## src/design/sawarq_pkg.sv

```systemverilog
package sawarq_pkg;

   // input opcodes
   localparam logic [1:0] OP_TICK  = 2'd0;
   localparam logic [1:0] OP_ACK   = 2'd1;
   localparam logic [1:0] OP_START = 2'd2;

   // result kinds
   localparam logic KIND_FRAME  = 1'b0;
   localparam logic KIND_REPORT = 1'b1;

   // configuration register indexes
   localparam logic [1:0] REG_TIMEOUT      = 2'd0;
   localparam logic [1:0] REG_REPORT_EVERY = 2'd1;
   localparam logic [1:0] REG_SLOW_MODE    = 2'd2;
   localparam logic [1:0] REG_RETRY_LIMIT  = 2'd3;

   localparam logic [15:0] TIMEOUT_RESET      = 16'd100;
   localparam logic [15:0] REPORT_EVERY_RESET = 16'd100;
   localparam logic [3:0]  RETRY_LIMIT_RESET  = 4'd10;

   localparam logic [3:0]  SEND_COUNT_MAX = 4'hf;
   localparam logic [15:0] TIMER_MAX      = 16'hffff;
   localparam logic [31:0] ELAPSED_MAX    = 32'hffff_ffff;

   typedef struct packed {
      logic [15:0] timeout_ticks;
      logic [15:0] report_every;
      logic        slow_mode;
      logic [3:0]  retry_limit;
   } cfg_type;

   typedef struct packed {
      logic [1:0]  opcode;
      logic [15:0] ack_seq_first;
      logic [15:0] ack_seq_second;
   } item_type;

   typedef struct packed {
      logic        result_kind;
      logic [15:0] frame_seq;
      logic [15:0] report_count;
      logic [31:0] report_ticks;
      logic        last;
   } result_type;

   // results of one processed word: count of 0, 1 or 2 and the results in order
   typedef struct packed {
      logic [1:0] count;
      result_type first;
      result_type second;
   } step_type;

endpackage

```

## src/design/sawarq_req_if.sv

```systemverilog
interface sawarq_req_if;
   logic        valid;
   logic        ready;
   logic [1:0]  opcode;
   logic [15:0] ack_seq_first;
   logic [15:0] ack_seq_second;

   modport source (output valid, output opcode, output ack_seq_first,
                   output ack_seq_second, input ready);
   modport sink (input valid, input opcode, input ack_seq_first,
                 input ack_seq_second, output ready);
endinterface

```

## src/design/sawarq_rsp_if.sv

```systemverilog
interface sawarq_rsp_if;
   logic        valid;
   logic        ready;
   logic        result_kind;
   logic [15:0] frame_seq;
   logic [15:0] report_count;
   logic [31:0] report_ticks;
   logic        last;

   modport source (output valid, output result_kind, output frame_seq,
                   output report_count, output report_ticks, output last,
                   input ready);
   modport sink (input valid, input result_kind, input frame_seq,
                 input report_count, input report_ticks, input last,
                 output ready);
endinterface

```

## src/design/sawarq_core.sv

```systemverilog
module sawarq_core (
   input  logic                 clock,
   input  logic                 reset,
   input  logic                 go,
   input  sawarq_pkg::item_type item,
   input  sawarq_pkg::cfg_type  cfg,
   output sawarq_pkg::step_type step
);

   logic [15:0] seq_ff, seq_in;
   logic [3:0]  send_count_ff, send_count_in;
   logic [15:0] timer_ff, timer_in;
   logic        acked_ff, acked_in;
   logic        waiting_ff, waiting_in;
   logic [15:0] delivered_ff, delivered_in;
   logic [31:0] elapsed_ff, elapsed_in;

   logic                   end_wait;
   logic                   send;
   logic                   report;
   logic                   ack_ok;
   logic [15:0]            timer_inc;
   logic [15:0]            delivered_inc;
   sawarq_pkg::result_type frame_res;
   sawarq_pkg::result_type report_res;

   always_comb begin
      seq_in        = seq_ff;
      send_count_in = send_count_ff;
      timer_in      = timer_ff;
      acked_in      = acked_ff;
      waiting_in    = waiting_ff;
      delivered_in  = delivered_ff;
      elapsed_in    = elapsed_ff;
      end_wait      = 1'b0;
      send          = 1'b0;
      report        = 1'b0;

      ack_ok = (item.ack_seq_first == item.ack_seq_second)
               && (item.ack_seq_first == seq_ff);
      timer_inc = (timer_ff == sawarq_pkg::TIMER_MAX) ? timer_ff : timer_ff + 16'd1;
      delivered_inc = delivered_ff + 16'd1;

      case (item.opcode)
         sawarq_pkg::OP_TICK: begin
            if (elapsed_ff != sawarq_pkg::ELAPSED_MAX)
               elapsed_in = elapsed_ff + 32'd1;
            if (waiting_ff) begin
               timer_in = timer_inc;
               end_wait = (timer_inc >= cfg.timeout_ticks);
            end
         end
         sawarq_pkg::OP_ACK: begin
            if (ack_ok) begin
               acked_in     = 1'b1;
               delivered_in = delivered_inc;
               if (delivered_inc == cfg.report_every) begin
                  report       = 1'b1;
                  delivered_in = 16'd0;
               end
               end_wait = !cfg.slow_mode && waiting_ff;
            end
         end
         sawarq_pkg::OP_START: begin
            send = !waiting_ff;
         end
         default: begin
         end
      endcase

      // advance on ack or when retries are used up, else count a resend
      if (end_wait) begin
         send = 1'b1;
         if (acked_in || (send_count_ff >= cfg.retry_limit)) begin
            send_count_in = 4'd0;
            seq_in        = seq_ff + 16'd1;
         end else if (send_count_ff != sawarq_pkg::SEND_COUNT_MAX) begin
            send_count_in = send_count_ff + 4'd1;
         end
      end

      if (send) begin
         acked_in   = 1'b0;
         timer_in   = 16'd0;
         waiting_in = 1'b1;
         if (delivered_in == 16'd0)
            elapsed_in = 32'd0;
      end

      frame_res.result_kind  = sawarq_pkg::KIND_FRAME;
      frame_res.frame_seq    = seq_in;
      frame_res.report_count = 16'd0;
      frame_res.report_ticks = 32'd0;
      frame_res.last         = 1'b1;

      report_res.result_kind  = sawarq_pkg::KIND_REPORT;
      report_res.frame_seq    = 16'd0;
      report_res.report_count = cfg.report_every;
      report_res.report_ticks = elapsed_ff;
      report_res.last         = !send;

      step.count  = {1'b0, report} + {1'b0, send};
      step.first  = report ? report_res : frame_res;
      step.second = frame_res;
   end

   always_ff @(posedge clock) begin
      if (reset) begin
         seq_ff        <= 16'd0;
         send_count_ff <= 4'd0;
         timer_ff      <= 16'd0;
         acked_ff      <= 1'b0;
         waiting_ff    <= 1'b0;
         delivered_ff  <= 16'd0;
         elapsed_ff    <= 32'd0;
      end else if (go) begin
         seq_ff        <= seq_in;
         send_count_ff <= send_count_in;
         timer_ff      <= timer_in;
         acked_ff      <= acked_in;
         waiting_ff    <= waiting_in;
         delivered_ff  <= delivered_in;
         elapsed_ff    <= elapsed_in;
      end
   end

endmodule

```

## src/design/stop_and_wait_arq_sender.sv

```systemverilog
// channel | dir | handshake          | word
// --------+-----+--------------------+-------------------------------------------
// req     | in  | valid/ready        | opcode, ack_seq_first, ack_seq_second
// rsp     | out | valid/ready        | result_kind, frame_seq, report_count,
//         |     |                    | report_ticks, last
// csr     | in  | csr_we, no wait    | csr_index, csr_wdata
//
// A word is captured in the input register and, when the buffer can take it, is
// turned into up to two results that land in a two-entry output buffer at the
// next edge. A word yielding one result keeps one word per cycle while rsp is
// ready; a report followed by a frame holds the next word while the buffer drains.
// Reset is synchronous and returns state and configuration to their defaults.
// A stalled rsp holds the input register, which then holds off req.
module stop_and_wait_arq_sender (
   input  logic          clock,
   input  logic          reset,
   sawarq_req_if.sink    req,
   sawarq_rsp_if.source  rsp,
   input  logic          csr_we,
   input  logic [1:0]    csr_index,
   input  logic [15:0]   csr_wdata
);

   sawarq_pkg::cfg_type    cfg_ff;
   logic                   in_valid_ff;
   sawarq_pkg::item_type   in_ff;
   sawarq_pkg::result_type slot_ff [2];
   logic [1:0]             count_ff, count_in;
   sawarq_pkg::step_type   step;

   logic go;
   logic pop;
   logic take;

   assign pop  = rsp.valid && rsp.ready;
   assign go   = in_valid_ff && ((count_ff == 2'd0) || ((count_ff == 2'd1) && pop));
   assign take = req.valid && req.ready;

   assign req.ready = !in_valid_ff || go;

   assign rsp.valid        = (count_ff != 2'd0);
   assign rsp.result_kind  = slot_ff[0].result_kind;
   assign rsp.frame_seq    = slot_ff[0].frame_seq;
   assign rsp.report_count = slot_ff[0].report_count;
   assign rsp.report_ticks = slot_ff[0].report_ticks;
   assign rsp.last         = slot_ff[0].last;

   sawarq_core u_core (
      .clock (clock),
      .reset (reset),
      .go    (go),
      .item  (in_ff),
      .cfg   (cfg_ff),
      .step  (step)
   );

   always_ff @(posedge clock) begin
      if (reset) begin
         cfg_ff.timeout_ticks <= sawarq_pkg::TIMEOUT_RESET;
         cfg_ff.report_every  <= sawarq_pkg::REPORT_EVERY_RESET;
         cfg_ff.slow_mode     <= 1'b0;
         cfg_ff.retry_limit   <= sawarq_pkg::RETRY_LIMIT_RESET;
      end else if (csr_we) begin
         unique case (csr_index)
            sawarq_pkg::REG_TIMEOUT:      cfg_ff.timeout_ticks <= csr_wdata;
            sawarq_pkg::REG_REPORT_EVERY: cfg_ff.report_every  <= csr_wdata;
            sawarq_pkg::REG_SLOW_MODE:    cfg_ff.slow_mode     <= csr_wdata[0];
            sawarq_pkg::REG_RETRY_LIMIT:  cfg_ff.retry_limit   <= csr_wdata[3:0];
            default: begin
            end
         endcase
      end
   end

   always_ff @(posedge clock) begin
      if (reset) begin
         in_valid_ff <= 1'b0;
      end else if (take) begin
         in_valid_ff <= 1'b1;
      end else if (go) begin
         in_valid_ff <= 1'b0;
      end
   end

   always_ff @(posedge clock) begin
      if (take) begin
         in_ff.opcode         <= req.opcode;
         in_ff.ack_seq_first  <= req.ack_seq_first;
         in_ff.ack_seq_second <= req.ack_seq_second;
      end
   end

   always_comb begin
      if (go)
         count_in = step.count;
      else
         count_in = count_ff - {1'b0, pop};
   end

   always_ff @(posedge clock) begin
      if (reset) begin
         count_ff <= 2'd0;
      end else begin
         count_ff <= count_in;
      end
   end

   // buffer is empty after this edge whenever go is high, so overwrite both
   always_ff @(posedge clock) begin
      if (go) begin
         slot_ff[0] <= step.first;
         slot_ff[1] <= step.second;
      end else if (pop) begin
         slot_ff[0] <= slot_ff[1];
      end
   end

endmodule
```

## src/flat_wrapper.sv

```systemverilog
// flat-port wrapper written by rule: the top's interface ports become plain ports
module stop_and_wait_arq_sender_flat 
  (clock, reset, csr_we, csr_index, csr_wdata, req_valid, req_opcode, req_ack_seq_first, req_ack_seq_second, req_ready, rsp_valid, rsp_result_kind, rsp_frame_seq, rsp_report_count, rsp_report_ticks, rsp_last, rsp_ready);
  sawarq_req_if req_i ();
  sawarq_rsp_if rsp_i ();
  input  logic clock;
  input  logic reset;
  input  logic csr_we;
  input  logic [1:0] csr_index;
  input  logic [15:0] csr_wdata;
  input wire logic [$bits(req_i.valid)-1:0] req_valid;
  input wire logic [$bits(req_i.opcode)-1:0] req_opcode;
  input wire logic [$bits(req_i.ack_seq_first)-1:0] req_ack_seq_first;
  input wire logic [$bits(req_i.ack_seq_second)-1:0] req_ack_seq_second;
  output wire logic [$bits(req_i.ready)-1:0] req_ready;
  output wire logic [$bits(rsp_i.valid)-1:0] rsp_valid;
  output wire logic [$bits(rsp_i.result_kind)-1:0] rsp_result_kind;
  output wire logic [$bits(rsp_i.frame_seq)-1:0] rsp_frame_seq;
  output wire logic [$bits(rsp_i.report_count)-1:0] rsp_report_count;
  output wire logic [$bits(rsp_i.report_ticks)-1:0] rsp_report_ticks;
  output wire logic [$bits(rsp_i.last)-1:0] rsp_last;
  input wire logic [$bits(rsp_i.ready)-1:0] rsp_ready;
  assign req_i.valid = req_valid;
  assign req_i.opcode = req_opcode;
  assign req_i.ack_seq_first = req_ack_seq_first;
  assign req_i.ack_seq_second = req_ack_seq_second;
  assign req_ready = req_i.ready;
  assign rsp_valid = rsp_i.valid;
  assign rsp_result_kind = rsp_i.result_kind;
  assign rsp_frame_seq = rsp_i.frame_seq;
  assign rsp_report_count = rsp_i.report_count;
  assign rsp_report_ticks = rsp_i.report_ticks;
  assign rsp_last = rsp_i.last;
  assign rsp_i.ready = rsp_ready;
  stop_and_wait_arq_sender u_core (.clock(clock), .reset(reset), .req(req_i), .rsp(rsp_i), .csr_we(csr_we), .csr_index(csr_index), .csr_wdata(csr_wdata));
endmodule
```

## config.mk

```make
export PLATFORM = sky130hd
export DESIGN_NAME = stop_and_wait_arq_sender_flat
export DESIGN_NICKNAME = d
export VERILOG_FILES = /design/src/design/sawarq_pkg.sv /design/src/design/sawarq_req_if.sv /design/src/design/sawarq_rsp_if.sv /design/src/design/sawarq_core.sv /design/src/design/stop_and_wait_arq_sender.sv /design/src/flat_wrapper.sv
export SDC_FILE = /design/constraint.sdc
export NUM_CORES = 1
export LEC_CHECK = 0
export BUFFER_PORTS_ARGS = -buffer_cell sky130_fd_sc_hd__clkbuf_2
export CORE_MARGIN = 2
export CORE_UTILIZATION = 53
export CTS_CLUSTER_DIAMETER = 50
export DETAILED_ROUTE_END_ITERATION = 10
export PLACE_DENSITY = 0.76
export SKIP_LAST_GASP = 1
export SYNTH_ARGS = -nofsm -noshare
export SYNTH_HDL_FRONTEND = slang
export SYNTH_SLANG_ARGS = --single-unit
```

## constraint.sdc

```tcl
create_clock -name clock -period 4.65 [get_ports clock]
set_input_delay 0.2325 -clock clock [delete_from_list [all_inputs] [get_ports clock]]
set_output_delay 0.2325 -clock clock [all_outputs]
set_load 0.02 [all_outputs]
```

# ---- After elaboration in Yosys (flattened, before gate mapping)
# Memory sizes are Yosys's and may differ from the RTL's.
# Cells that the tools add are included.
# Widths: inputs -> output; s select.
dict set report word_totals {
  mem_bits_rw 132
  input_bits 57
  output_inout_bits 68
  reg_bits 160
  mem_count 1
  elab_cells 104
}
dict set report classes {
  n_bitwise 1
  addsub 7
  n_lt_le_gt_ge 2
  mux 36
  reduce_logical 29
  eq_ne 12
}
# memory depth width read_ports rd_clocked_by_memory_dff write_ports line_no
set memory_table {}
lappend memory_table {u_core.slot_ff 2 66 2 0 2 stop_and_wait_arq_sender.sv:27} ;# sawarq_pkg::result_type slot_ff [2];
# cell n
set ops {}
lappend ops {{$mux 16} 9}
lappend ops {{$mux 66} 2}
lappend ops {{$mux 32} 4}
lappend ops {{$add 16x1->16 const B} 3}
lappend ops {{$eq 16x16->1} 3}
lappend ops {{$add 32x1->32 const B} 1}
lappend ops {{$ne 32x32->1 const B} 1}
lappend ops {{$mux 1} 17}
lappend ops {{$eq 16x16->1 const B} 1}
lappend ops {{$ge 16x16->1} 1}
lappend ops {{$logic_not 16->1} 1}
lappend ops {{$reduce_and 2->1} 5}
lappend ops {{$reduce_bool 2->1} 5}
lappend ops {{$mux 4} 2}
lappend ops {{$eq 2x1->1 const B} 3}
lappend ops {{$eq 2x2->1 const B} 3}
lappend ops {{$logic_and 1x1->1} 6}
lappend ops {{$logic_not 2->1} 3}
lappend ops {{$reduce_and 3->1} 2}
lappend ops {{$add 4x1->4 const B} 1}
lappend ops {{$ge 4x4->1} 1}
lappend ops {{$logic_not 1->1} 4}
lappend ops {{$ne 4x4->1 const B} 1}
lappend ops {{$logic_or 1x1->1} 3}
lappend ops {{other kinds (5)} 5}

# ---- Depth between registers and ports, before layout
# Gate-level depths: netlist of run 1.
dict set report logic_depth {
  ltp_word 9
  ltp_mapped 20
  depth_no_buf 18
}

# ---- Hierarchy
# A second synthesis of run 1 with hierarchy kept.
dict set report hier_totals {
  hier_cells 1369
  hier_area_um2 14706.6
}
# mod n_inst seq_area_each_um2 cells_per_inst area_each_um2
set modules_own_cells {}
lappend modules_own_cells {stop_and_wait_arq_sender 1 5785.5 424 7490.9}
lappend modules_own_cells {sawarq_core 1 1721.7 945 7215.7}

# ---- Worst setup path after synthesis of run 1
# No wires, ideal clock.
dict set report synth_timing {
  kind {register -> register}
  startpoint {register u_core.u_core.timer_ff[0]}
  endpoint {register u_core.u_core.timer_ff[7]}
  required_ns 4.580
  path_buffers 3
  synth_period_minus_slack_ns 4.373
  setup_ns 0.070
  arrival_ns 4.303
  path_stages_with_launch 20
  path_slack_ns 0.277
  path_cell_list {dfxtp_1 ha_1 nand3_1 or4_1 or3_1 clkbuf_1 nand4_1 xnor2_1 ha_1 a211o_1 a21oi_1 o21ai_0 a41oi_1 o22a_1 or3b_1 buf_2 nor3_1 clkbuf_1 nand3_1 a21oi_1}
}
dict set report synth_via {
  elab_chain_len 8
  elab_cells_between_ends 13
  cone_classes {1 x add/sub; 1 x order compare; 1 x eq/ne; 7 x mux; 3 x reduce/logical}
}
# element line_no
set synth_rtl {}
lappend synth_rtl {{start: declaration} sawarq_core.sv:12} ;# logic [15:0] timer_ff, timer_in;
lappend synth_rtl {{start signal: assignment} sawarq_core.sv:119} ;# timer_ff <= timer_in;
lappend synth_rtl {{$add 16x1->16 / $eq 16x16->1 (equally long branches)} sawarq_core.sv:41} ;# timer_inc = (timer_ff == sawarq_pkg::TIMER_MAX) ? timer_ff : timer_ff + 16'd1;
lappend synth_rtl {{$mux 16 (*)} sawarq_core.sv:41}
lappend synth_rtl {{$ge 16x16->1} sawarq_core.sv:50} ;# end_wait = (timer_inc >= cfg.timeout_ticks);
lappend synth_rtl {{$mux 1} sawarq_core.sv:48} ;# if (waiting_ff) begin
lappend synth_rtl {{$pmux 1 s2} sawarq_core.sv:44} ;# case (item.opcode)
lappend synth_rtl {{$mux 1} sawarq_core.sv:72} ;# if (end_wait) begin
lappend synth_rtl {{$reduce_bool 2->1 (no line)} -}
lappend synth_rtl {{$reduce_and 3->1 (no line)} -}
# Every way passes the cells marked *; elsewhere a longest branch is shown, timed or not. The select of a mux whose other input is x is not followed.
# A chain may end at the register's enable or synchronous reset.

# ---- Final worst setup path of run 1
dict set report layout_timing {
  startpoint {register u_core.u_core.timer_ff[1]}
  endpoint {register u_core.u_core.elapsed_ff[1]}
}
dict set report layout_via {
  elab_chain_len 7
  elab_cells_between_ends 8
  cone_classes {1 x add/sub; 1 x order compare; 1 x eq/ne; 5 x mux}
}
# element line_no
set layout_rtl {}
lappend layout_rtl {{$add 16x1->16 / $eq 16x16->1 (equally long branches)} sawarq_core.sv:41}
lappend layout_rtl {{$mux 16 (*)} sawarq_core.sv:41}
lappend layout_rtl {{$ge 16x16->1 (*)} sawarq_core.sv:50}
lappend layout_rtl {{$mux 1 (*)} sawarq_core.sv:48}
lappend layout_rtl {{$pmux 1 s2 (*)} sawarq_core.sv:44}
lappend layout_rtl {{$mux 1 (*)} sawarq_core.sv:72}
lappend layout_rtl {{$mux 32 (*)} sawarq_core.sv:82} ;# if (send) begin
lappend layout_rtl {{end signal: assignment} sawarq_core.sv:123} ;# elapsed_ff <= elapsed_in;
lappend layout_rtl {{end: declaration} sawarq_core.sv:16} ;# logic [31:0] elapsed_ff, elapsed_in;
# Every way passes the cells marked *; elsewhere a longest branch is shown, timed or not.

==> impl_metrics.toml, run 1 <==
[worst_setup_path]
path_buf_inv = 1
end_kind = "flip-flop"
crit_arrival_ns = 4.86
critPathMaxStageDelay_ns = 0.47
critPathSlowestCell = "or4_4"
critPathMaxFanout = 16
crit_chain = "ha_2 > nand3_1 > or4_4 > or3_1 > buf_4 > nand4_1 > xnor2_1 > ha_1 > a211o_1 > a21oi_1 > o21ai_0 > a41oi_1 > o22a_1 > or3b_1 > nand2_1 > nor3_4 > o41ai_1"
crit_path_start_kind = "flip-flop"
criticalPathCategory = "flip-flop to flip-flop"
cpLargestDelayFamily = "simple AND/OR/NAND/NOR gates"
required_ns = 5.07

[synthesis]
ys_seq_elements = 242
yosys_most_used_dff = "dfxtp_1"
syn_area_per_cell_um2 = 9.63
async_flop_share_pct = 0
synthCells = 1215
synth_area_um2 = 11700
yosysSeqAreaShare_pct = 51.3
yosys_warnings = 0
synth_edf_count = 116
syn_nets = 1300
synth_cell_types = 67

[placed_design]
gp_congestion = 0.904
place_area_um2 = 12600
io_buffers = 124
place_ws_ns = -0.0430
hpwl_mm = 17.6

[clocking]
clk_latency_ns = 0.53
cts-root-buf = "clkbuf_16"
cts_sinks = 242
cts_buffers = 27
cts_setup_buffers = 0
cts-htree-levels = 1
cts_tree = "done"
clockBufferDepth = 3
clkTransAtPathRegs_ns = 0.06

[job]
cap_violations = 0

[sta]
setup_slack_ns = 0.209
slew_headroom_pct = 20.7
post-route-period-util_pct = 95.5
fin_crit_ns = 4.44
slew_violations = 0
worst_pin_slew_ns = 1.18
clock.fmax_mhz = 225
setup-violations-final = 0
rsz0062_at_grt = "no"
fin_hold_ws_ns = 0.154
tns_ns = 0
finClkSkew_ns = 0.0114
hold_viol = 0

[global_route]
antenna_found_initial = 0
grt_pass1_vias = 8928
grt_max_degree = 80
grt_pass1_wl_mm = 43.9
grt_usage_pct = 22.4
overflow = 0

[layout]
fin_area_um2 = 14000
fillers = 1776
layout_commonest_cell = "nand2_1"
nets = 1460
fin_util_pct = 64.4
multi_input_area_um2 = 5260
num_antenna_cells = 0
syn2layout_area_growth_pct = 19.6
register_area_um2 = 6010
drive_gt1_share_pct = 15.4
mostFrequentLayoutCells = "nand2_1, dfxtp_1, clkbuf_2"

[route]
dr.pass1.iters = 5
final_antenna_net_count = 0
drt-wirelength-per-cell_um = 16.0
wirelength_mm = 26.9
routed_via_density = 5.59
drt-initial-drc-count = 612
vias = 9367
remaining_drc_errors = 0

[die]
fp.dieW_um = 153
die-area_um2 = 23300
initial_core_util_pct = 53.8
fp-row-count = 54
core_area_um2 = 21800
die_h_um = 153
pin_count = 125

[power]
power.density_nw_per_um2 = 366
p_leak_nw = 5.56
worst_ir_drop_vdd_mv = 0.258

[hold_path]
hold_path_class = "input port to flip-flop"

[run_status]
status = "finished clean"
-- sequential cells by signal (all words and copies together) (netlist names) --
| signal | count |
|---|---|
| u_core.u_core.elapsed_ff | 32 |
| u_core.in_ff | 34 |
| u_core.cfg_ff | 37 |
| u_core.count_ff | 2 |
| u_core.u_core.waiting_ff | 1 |
| u_core.u_core.acked_ff | 1 |
| u_core.u_core.send_count_ff | 4 |
| u_core.u_core.timer_ff | 16 |
| u_core.slot_ff | 82 |
| u_core.in_valid_ff | 1 |
| u_core.u_core.seq_ff | 16 |
| u_core.u_core.delivered_ff | 16 |
-- what timing repair did --
| action | CTS | global route |
|---|---|---|
| cloned | 1 | 1 |
| hold buffers | 51 | 0 |
| resized for setup | 1 | 8 |
| hold endpoints to repair | 64 | 0 |
| setup endpoints to repair | 27 | 79 |
| pin swaps | 1 | 0 |
-- routing by layer --
metal  wire length (µm)  global-route usage, %  vias up
met3               1480                   3.19       72
met1              11500                   29.5     4401
met5                  0                      0        -
li1                   -                      -     4590
met4                848                   8.02        0
met2              13000                   38.0      304
-- cell type report --
| cell class | instances | area share [%] |
|---|---|---|
| Sequential cell | 242 | 42.9 |
| Multi-Input combinational cell | 853 | 37.5 |
| Timing Repair Buffer | 192 | 9.17 |
| Clock buffer | 29 | 4.88 |
| Tap cell | 280 | 2.50 |
| Inverter | 59 | 1.58 |
| Clock inverter | 21 | 1.45 |
-- cell usage after synthesis (all sizes together), types with 3 or more instances --
cell	n	area [µm²]
nand2	152	573
dfxtp	126	2520
edfxtp	116	3480
nor2	93	357
inv	59	221
nor3	59	329
nand3	57	300
a21oi	55	275
and2	55	344
xor2	54	473
xnor2	48	420
o21ai	46	230
clkbuf	38	143
ha	28	350
and3	27	169
buf	24	130
nand4	20	131
or3	14	87.6
a22oi	12	90.1
nand2b	11	68.8
nor4	11	98.8
nand3b	10	75.1
a211o	8	70.1
a211oi	8	60.1
and4	7	61.3
mux2i	7	70.1
or4	6	45.0
a21o	5	37.5
a31oi	4	25.0
nor3b	4	30.0
nor4b	4	35.0
o211ai	4	30.0
nor2b	3	18.8
o2111ai	3	26.3
o21a	3	22.5
o31ai	3	22.5
o41ai	3	26.3
or2	3	18.8
-- through the flow --
| step | instances | power (mW) |
|---|---|---|
| after detailed placement | 1573 | 3.04 |
| after global routing | 1676 | 5.31 |
| after CTS | 1675 | 5.16 |
| after floorplan | 1215 | 2.84 |
| after global placement | 1573 | 3.02 |
| final | 1676 | 5.12 |
-- logic make-up after synthesis --
family / Yosys count / share of synthesized area (%)
AOI/OAI and AO/OA: 171 / 9.15
xor gates and xnor gates: 102 / 7.63
adders and majority gates: 28 / 2.99
buffers and inverters: 121 / 4.22
DFF: 242 / 51.3
muxes: 9 / 0.791
and+or+nand+nor: 542 / 23.9
-- tightest hold or removal path: stages --
cell and delay [ns]:
clkbuf_2 0.14, nor2_1 0.08, mux2i_1 0.12, nor2_1 0.07
-- path summary, 6_finish.rpt --
kind                             start                           to  slack (ns)  depth (start not counted)
max reg2reg  u_core.u_core.timer_ff[1]  u_core.u_core.elapsed_ff[1]        0.21                         17
min                       csr_index[0]             u_core.cfg_ff[4]        0.15                          4
min reg2reg           u_core.cfg_ff[3]             u_core.cfg_ff[3]        0.46                          1
max          u_core.u_core.timer_ff[1]  u_core.u_core.elapsed_ff[1]        0.21                         17
-- power by group --
group          internal [mW]  switching [mW]  total, mW
clock network           1.24           0.857       2.09
registers               2.42          0.0597       2.48
logic                  0.170           0.374      0.544
total                   3.83            1.29       5.12
Note: power is estimated with default switching activity, not from simulation.
==> run 2: changes to the inputs <==
Settings changed: ABC_AREA from default to 1, CORE_UTILIZATION 53 to 60, CTS_BUF_LIST from default to sky130_fd_sc_hd__clkbuf_4 sky130_fd_sc_hd__clkbuf_8 sky130_fd_sc_hd__clkbuf_16, PLACE_DENSITY 0.76 to 0.81.
Clock period 4.65 ns to 5.1 ns, I/O delays scaled along.
==> impl_metrics.toml, run 2 <==
[synthesis]
syn_area_per_cell_um2 = 8.22
ys_seq_elements = 242
yosysTopAreaCell = "edfxtp_1"
synth.most_common_cell = "nand2_1"
synthCells = 1498
yosys-top-cells-area = "edfxtp_1, dfxtp_1, nand2_1"
yosys_most_used_dff = "dfxtp_1"
synthDominantCellAreaShare_pct = 28.3
synth_area_um2 = 12300
yosysSeqAreaShare_pct = 48.8
async_flop_share_pct = 0
synth_edf_count = 116
syn_nets = 1583
synth_cell_types = 46
yosys_warnings = 0
ys_top_cells_by_count = "nand2_1, inv_1, nor2_1, nand3_1, dfxtp_1"

[clocking]
clockBufferDepth = 3
clkTransAtPathRegs_ns = 0.06
clk_latency_ns = 0.54
cts-htree-levels = 1
cts_tree = "done"
cts_buffers = 27
cts_sinks = 242
cts-root-buf = "clkbuf_16"

[die]
fp.dieW_um = 147
die-area_um2 = 21700
fp-row-count = 52
core_area_um2 = 20200
initial_core_util_pct = 61.0
pin_count = 125
die_h_um = 147

[worst_setup_path]
critPathMaxStageDelay_ns = 0.58
critPathSlowestCell = "nor4_1"
crit_arrival_ns = 4.42
crit_path_start_kind = "flip-flop"
crit_chain = "nand2_1 > nor2_1 > nand3_1 > nor4_1 > or2_2 > xnor2_1 > ha_1 > nand2_1 > nor3_1 > nand3_1 > nand3_1 > nand3_1 > nand2_1 > nand2_1 > nor2_1 > nand3_1 > xor2_1 > nand3_1 > nand2_1"
criticalPathCategory = "flip-flop to flip-flop"
critical_path.startpoint = "u_core.u_core.timer_ff[4]"
r2r_cells = 19
rr_endpoint = "u_core.slot_ff[0][63]"
cp_common_cell = "nand3_1"
r2r_start = "u_core.u_core.timer_ff[4]"
end_kind = "flip-flop"
r2r_slack_ns = 0.98
required_ns = 5.40
critPathMaxFanout = 13

[global_route]
grt_pass1_wl_mm = 49.5
grt_pass1_vias = 10300
grt_usage_pct = 27.8
overflow = 0
antenna_found_initial = 0
grt_max_degree = 75

[layout]
largest_reg_flops = 82
biggestRegsByFlops = "u_core.slot_ff (82), u_core.cfg_ff (37), u_core.in_ff (34)"
layout_commonest_cell = "nand2_1"
largest_register = "u_core.slot_ff"
num_antenna_cells = 0
nets = 1729
drive_gt1_share_pct = 14.6
mostFrequentLayoutCells = "nand2_1, inv_1, nor2_1"
syn2layout_area_growth_pct = 16.8

[sta]
tns_ns = 0
fin_crit_ns = 4.12
slew_headroom_pct = 18.5
worst_pin_slew_ns = 1.22
finClkSkew_ns = 0.0163
clock.fmax_mhz = 243
fin_hold_ws_ns = 0.0174
setup-violations-final = 0
post-route-period-util_pct = 80.7
rsz0062_at_grt = "no"
slew_violations = 0
hold_viol = 0

[power]
power_switching_mw = 1.48
worst_ir_drop_vdd_mv = 0.296
p_int_mw = 3.70
swShare_pct = 28.6
p_leak_nw = 5.82
pwr-share-comb_pct = 15.5
pwr-share-clk_pct = 38.6
power.density_nw_per_um2 = 361
pwr-share-seq_pct = 45.9

[route]
final_antenna_net_count = 0
vias = 10800
routed_via_density = 5.56
remaining_drc_errors = 0
wirelength_mm = 30.3
drt-wirelength-per-cell_um = 15.6
dr.pass1.iters = 5
drt-initial-drc-count = 850

[hold_path]
hold_path_class = "input port to flip-flop"
hp-start = "csr_wdata[2]"
min_path_cells = 3
min_to = "u_core.cfg_ff[7]"

[placed_design]
hpwl_mm = 20.5
gp_congestion = 0.963
io_buffers = 124

[run_status]
status = "finished clean"

[job]
cap_violations = 0
==> run 2: cell types whose count changed after synthesis, sizes merged, moves of 35 or more <==
cell	change
nand3	+77
inv	+145
nor2	+62
and2	-55
a21oi	+62
xnor2	-35
nand2	+137
==> run 2: worst max-delay path by stage <==
stage | end | depth (start not counted) | slack, ns
6_report | u_core.slot_ff[0][63] | 19 | 0.98
2_1_floorplan | u_core.slot_ff[0][0] | 2 | 1.25
3_5_place_dp | u_core.slot_ff[0][63] | 23 | 1.10
3_3_place_gp | u_core.slot_ff[0][63] | 22 | 1.17
4_1_cts | u_core.slot_ff[0][63] | 19 | 1.07
5_1_grt | u_core.slot_ff[0][64] | 23 | 0.54
==> run 2: cell type report <==
type	instances	area (µm²)
Sequential cell	242	6010
Fill cell	1612	5790
Multi-Input combinational cell	996	5270
Timing Repair Buffer	170	1060
Inverter	207	779
Clock buffer	32	737
Tap cell	270	338
Clock inverter	18	188
==> run 2: cell families (layout without fill, tap and decap cells) <==
kind of cell    Yosys count  in the layout  synth area share (%)
simple gates            680            680                  24.5
compound gates          234            234                  11.3
buf+inv                 260            427                  8.59
fa+ha+maj                28             28                  2.85
xor+xnor                 54             54                  3.90
flops                   242            242                  48.8
==> run 2: repair_timing <==
action / 4_1_cts / 5_1_grt
buffers inserted: 0 / 0
gates resized for setup: 0 / 0
hold buffers: 39 / 0
endpoints found under the hold margin: 41 / 0
==> run 2: per-stage QoR <==
stage | instances | power (mW) | setup slack [ns] | utilization [%] | area (µm²)
floorplan | 1498 | 2.94 | 1.25 | - | 12300
global placement | 1846 | 3.18 | 1.17 | 64.8 | 13100
detailed placement | 1846 | 3.20 | 1.10 | 64.8 | 13100
CTS | 1935 | 5.19 | 1.07 | 71.3 | 14400
global route | 1935 | 5.36 | 0.535 | 71.3 | 14400
finish | 1935 | 5.19 | 0.984 | 71.3 | 14400
==> run 2: critical path, delay by kind of cell (launching register included) <==
kind,cells,cell delay [ns]
and+or+nand+nor,16,2.89
xor gates and xnor gates,2,0.26
DFF,1,0.39
adders and majority gates,1,0.32
==> run 2: routing by layer <==
metal  track usage, %  routed length (µm)  vias up
met1             36.8               12900     4993
li1                 -                   -     5316
met3             3.45                1860       65
met4             9.13                 850        0
met5                0                   0        -
met2             47.8               14600      393
==> run 2: power groups by stage <==
stage,clock network [mW],registers (mW),logic [mW]
floorplan,0,2.56,0.376
CTS,2.01,2.38,0.801
global route,2.08,2.40,0.876
global placement,0,2.42,0.760
finish,2.00,2.38,0.804
detailed placement,0,2.42,0.773
==> run 3: changes to the inputs <==
Clock period 5.1 ns to 3.8 ns, I/O delays scaled along.
==> impl_metrics.toml, run 3 (synthesis results as in run 2) <==
[run_status]
status = "finished clean"

[power]
power_mw = 6.82
pwr-share-seq_pct = 47.0
power.density_nw_per_um2 = 464
p_int_mw = 4.85
pwr-share-comb_pct = 16.6
p_leak_nw = 5.98
worst_ir_drop_vdd_mv = 0.381
power_switching_mw = 1.97
swShare_pct = 28.9
pwr-share-clk_pct = 36.4

[worst_setup_path]
r2r_slack_ns = 0.19
required_ns = 4.08
r2r_start = "u_core.u_core.timer_ff[5]"
rr_endpoint = "u_core.slot_ff[0][58]"
critical_path.startpoint = "u_core.u_core.timer_ff[5]"
criticalPathCategory = "flip-flop to flip-flop"
critPathMaxFanout = 10
crit_arrival_ns = 3.89
end_kind = "flip-flop"
crit_path_start_kind = "flip-flop"
r2r_cells = 20

[sta]
slew_headroom_pct = 18.8
hold_viol = 0
finClkSkew_ns = 0.0111
fin_crit_ns = 3.61
fin_hold_ws_ns = 0.0222
setup-violations-final = 0
post-route-period-util_pct = 95.1
slew_violations = 0
worst_pin_slew_ns = 1.22
clock.fmax_mhz = 277
rsz0062_at_grt = "yes"

[layout]
layout_commonest_cell = "nand2_1"
nets = 1759
syn2layout_area_growth_pct = 19.4
largest_reg_flops = 82
drive_gt1_share_pct = 16.8
register_area_um2 = 6010
fillers = 1515
mostFrequentLayoutCells = "nand2_1, inv_1, nor2_1"
biggestRegsByFlops = "u_core.slot_ff (82), u_core.cfg_ff (37), u_core.in_ff (34)"
multi_input_area_um2 = 5370
num_antenna_cells = 0
largest_register = "u_core.slot_ff"

[die]
initial_core_util_pct = 61.0
die-area_um2 = 21700
fp.dieW_um = 147
fp-row-count = 52
die_h_um = 147
core_area_um2 = 20200
pin_count = 125

[hold_path]
min_path_cells = 3
hp-start = "csr_wdata[4]"
min_to = "u_core.cfg_ff[9]"
hold_path_class = "input port to flip-flop"

[job]
cap_violations = 0

[placed_design]
hpwl_mm = 21.7
io_buffers = 124
gp_congestion = 0.961

[global_route]
overflow = 0
antenna_found_initial = 0
grt_max_degree = 57
grt_usage_pct = 28.4
grt_pass1_vias = 10300
grt_pass1_wl_mm = 50.3

[route]
final_antenna_net_count = 0
vias = 11000
drt-initial-drc-count = 793
remaining_drc_errors = 0
drt-wirelength-per-cell_um = 16.0
dr.pass1.iters = 5
wirelength_mm = 31.5
routed_via_density = 5.62

[clocking]
cts-root-buf = "clkbuf_16"
cts_tree = "done"
cts-htree-levels = 1
cts_buffers = 27
cts_sinks = 242
clkTransAtPathRegs_ns = 0.06
clockBufferDepth = 3
clk_latency_ns = 0.52
[run 3: changes by cell type in the layout (fill, tap and decap cells not counted), sizes merged]
| cell | previous run | this run |
|---|---|---|
| buf | 7 | 30 |
| dlygate4sd3 | 39 | 46 |
| bufinv | 3 | 0 |
| clkbuf | 156 | 159 |
| clkinv | 11 | 13 |
| clkinvlp | 4 | 2 |
| inv | 207 | 206 |
[run 3: power by group through the flow]
| stage | registers (mW) | clock network (mW) | logic (mW) |
|---|---|---|---|
| final | 3.21 | 2.48 | 1.13 |
| after floorplan | 3.43 | 0 | 0.507 |
| after detailed placement | 3.26 | 0 | 1.06 |
| after CTS | 3.20 | 2.50 | 1.11 |
| after global placement | 3.25 | 0 | 1.05 |
| after global routing | 3.23 | 2.62 | 1.23 |
[run 3: worst max path at each step]
stage	end	slack (ns)	depth (start not counted)
after global routing	u_core.slot_ff[0][54]	-0.05	20
after detailed placement	u_core.slot_ff[0][55]	-0.03	20
after floorplan	u_core.slot_ff[0][64]	0.57	23
after global placement	u_core.slot_ff[0][64]	0.006	20
final	u_core.slot_ff[0][58]	0.19	20
after CTS	u_core.slot_ff[0][63]	0.02	20
[run 3: per-layer routing]
metal | global-route usage, % | wire length, µm | up-vias
met5 | 0 | 0 | -
li1 | - | - | 5355
met2 | 46.9 | 14800 | 515
met3 | 3.82 | 2510 | 94
met1 | 38.8 | 13200 | 5075
met4 | 9.90 | 958 | 0
[run 3: layout make-up]
class / count / area share [%]
multi-input combinational: 996 / 36.5
timing repair buffer: 200 / 9.15
clock buffer: 35 / 5.25
sequential: 242 / 40.9
clock inverter: 14 / 0.579
tap: 270 / 2.30
inverter: 207 / 5.31
[run 3: repair_timing]
action / CTS / global route
gates cloned: 0 / 0
buffers inserted: 0 / 5
setup endpoints to repair: 11 / 91
gates resized for setup: 2 / 25
hold buffers: 46 / 0
endpoints found under the hold margin: 52 / 0
pin swaps: 0 / 6
[run 3: critical path, stage by stage (launching register included)]
cell,delay (ns)
dfxtp_1,0.37
nand2_1,0.12
nor3_1,0.15
nand2_1,0.12
nor2_2,0.13
nand3_2,0.13
or2_2,0.33
xnor2_1,0.20
ha_1,0.29
nand2_1,0.14
o21ai_1,0.10
a21oi_1,0.24
nand3_1,0.12
nand3_1,0.09
nand2_2,0.11
nand2_2,0.13
buf_4,0.19
nor2_1,0.06
xor2_1,0.18
nand3_1,0.10
nand2_1,0.05
[run 3: per-stage QoR]
stage | setup TNS [ns] | setup WS [ns] | instance area (µm²) | util (%) | instances
finish | 0 | 0.186 | 14700 | 72.8 | 1964
global placement | 0 | 0.00561 | 13200 | 65.6 | 1864
detailed placement | -0.0843 | -0.0318 | 13200 | 65.6 | 1864
global route | -0.286 | -0.0507 | 14700 | 72.8 | 1964
CTS | 0 | 0.0222 | 14600 | 72.2 | 1959
floorplan | 0 | 0.568 | 12300 | - | 1498
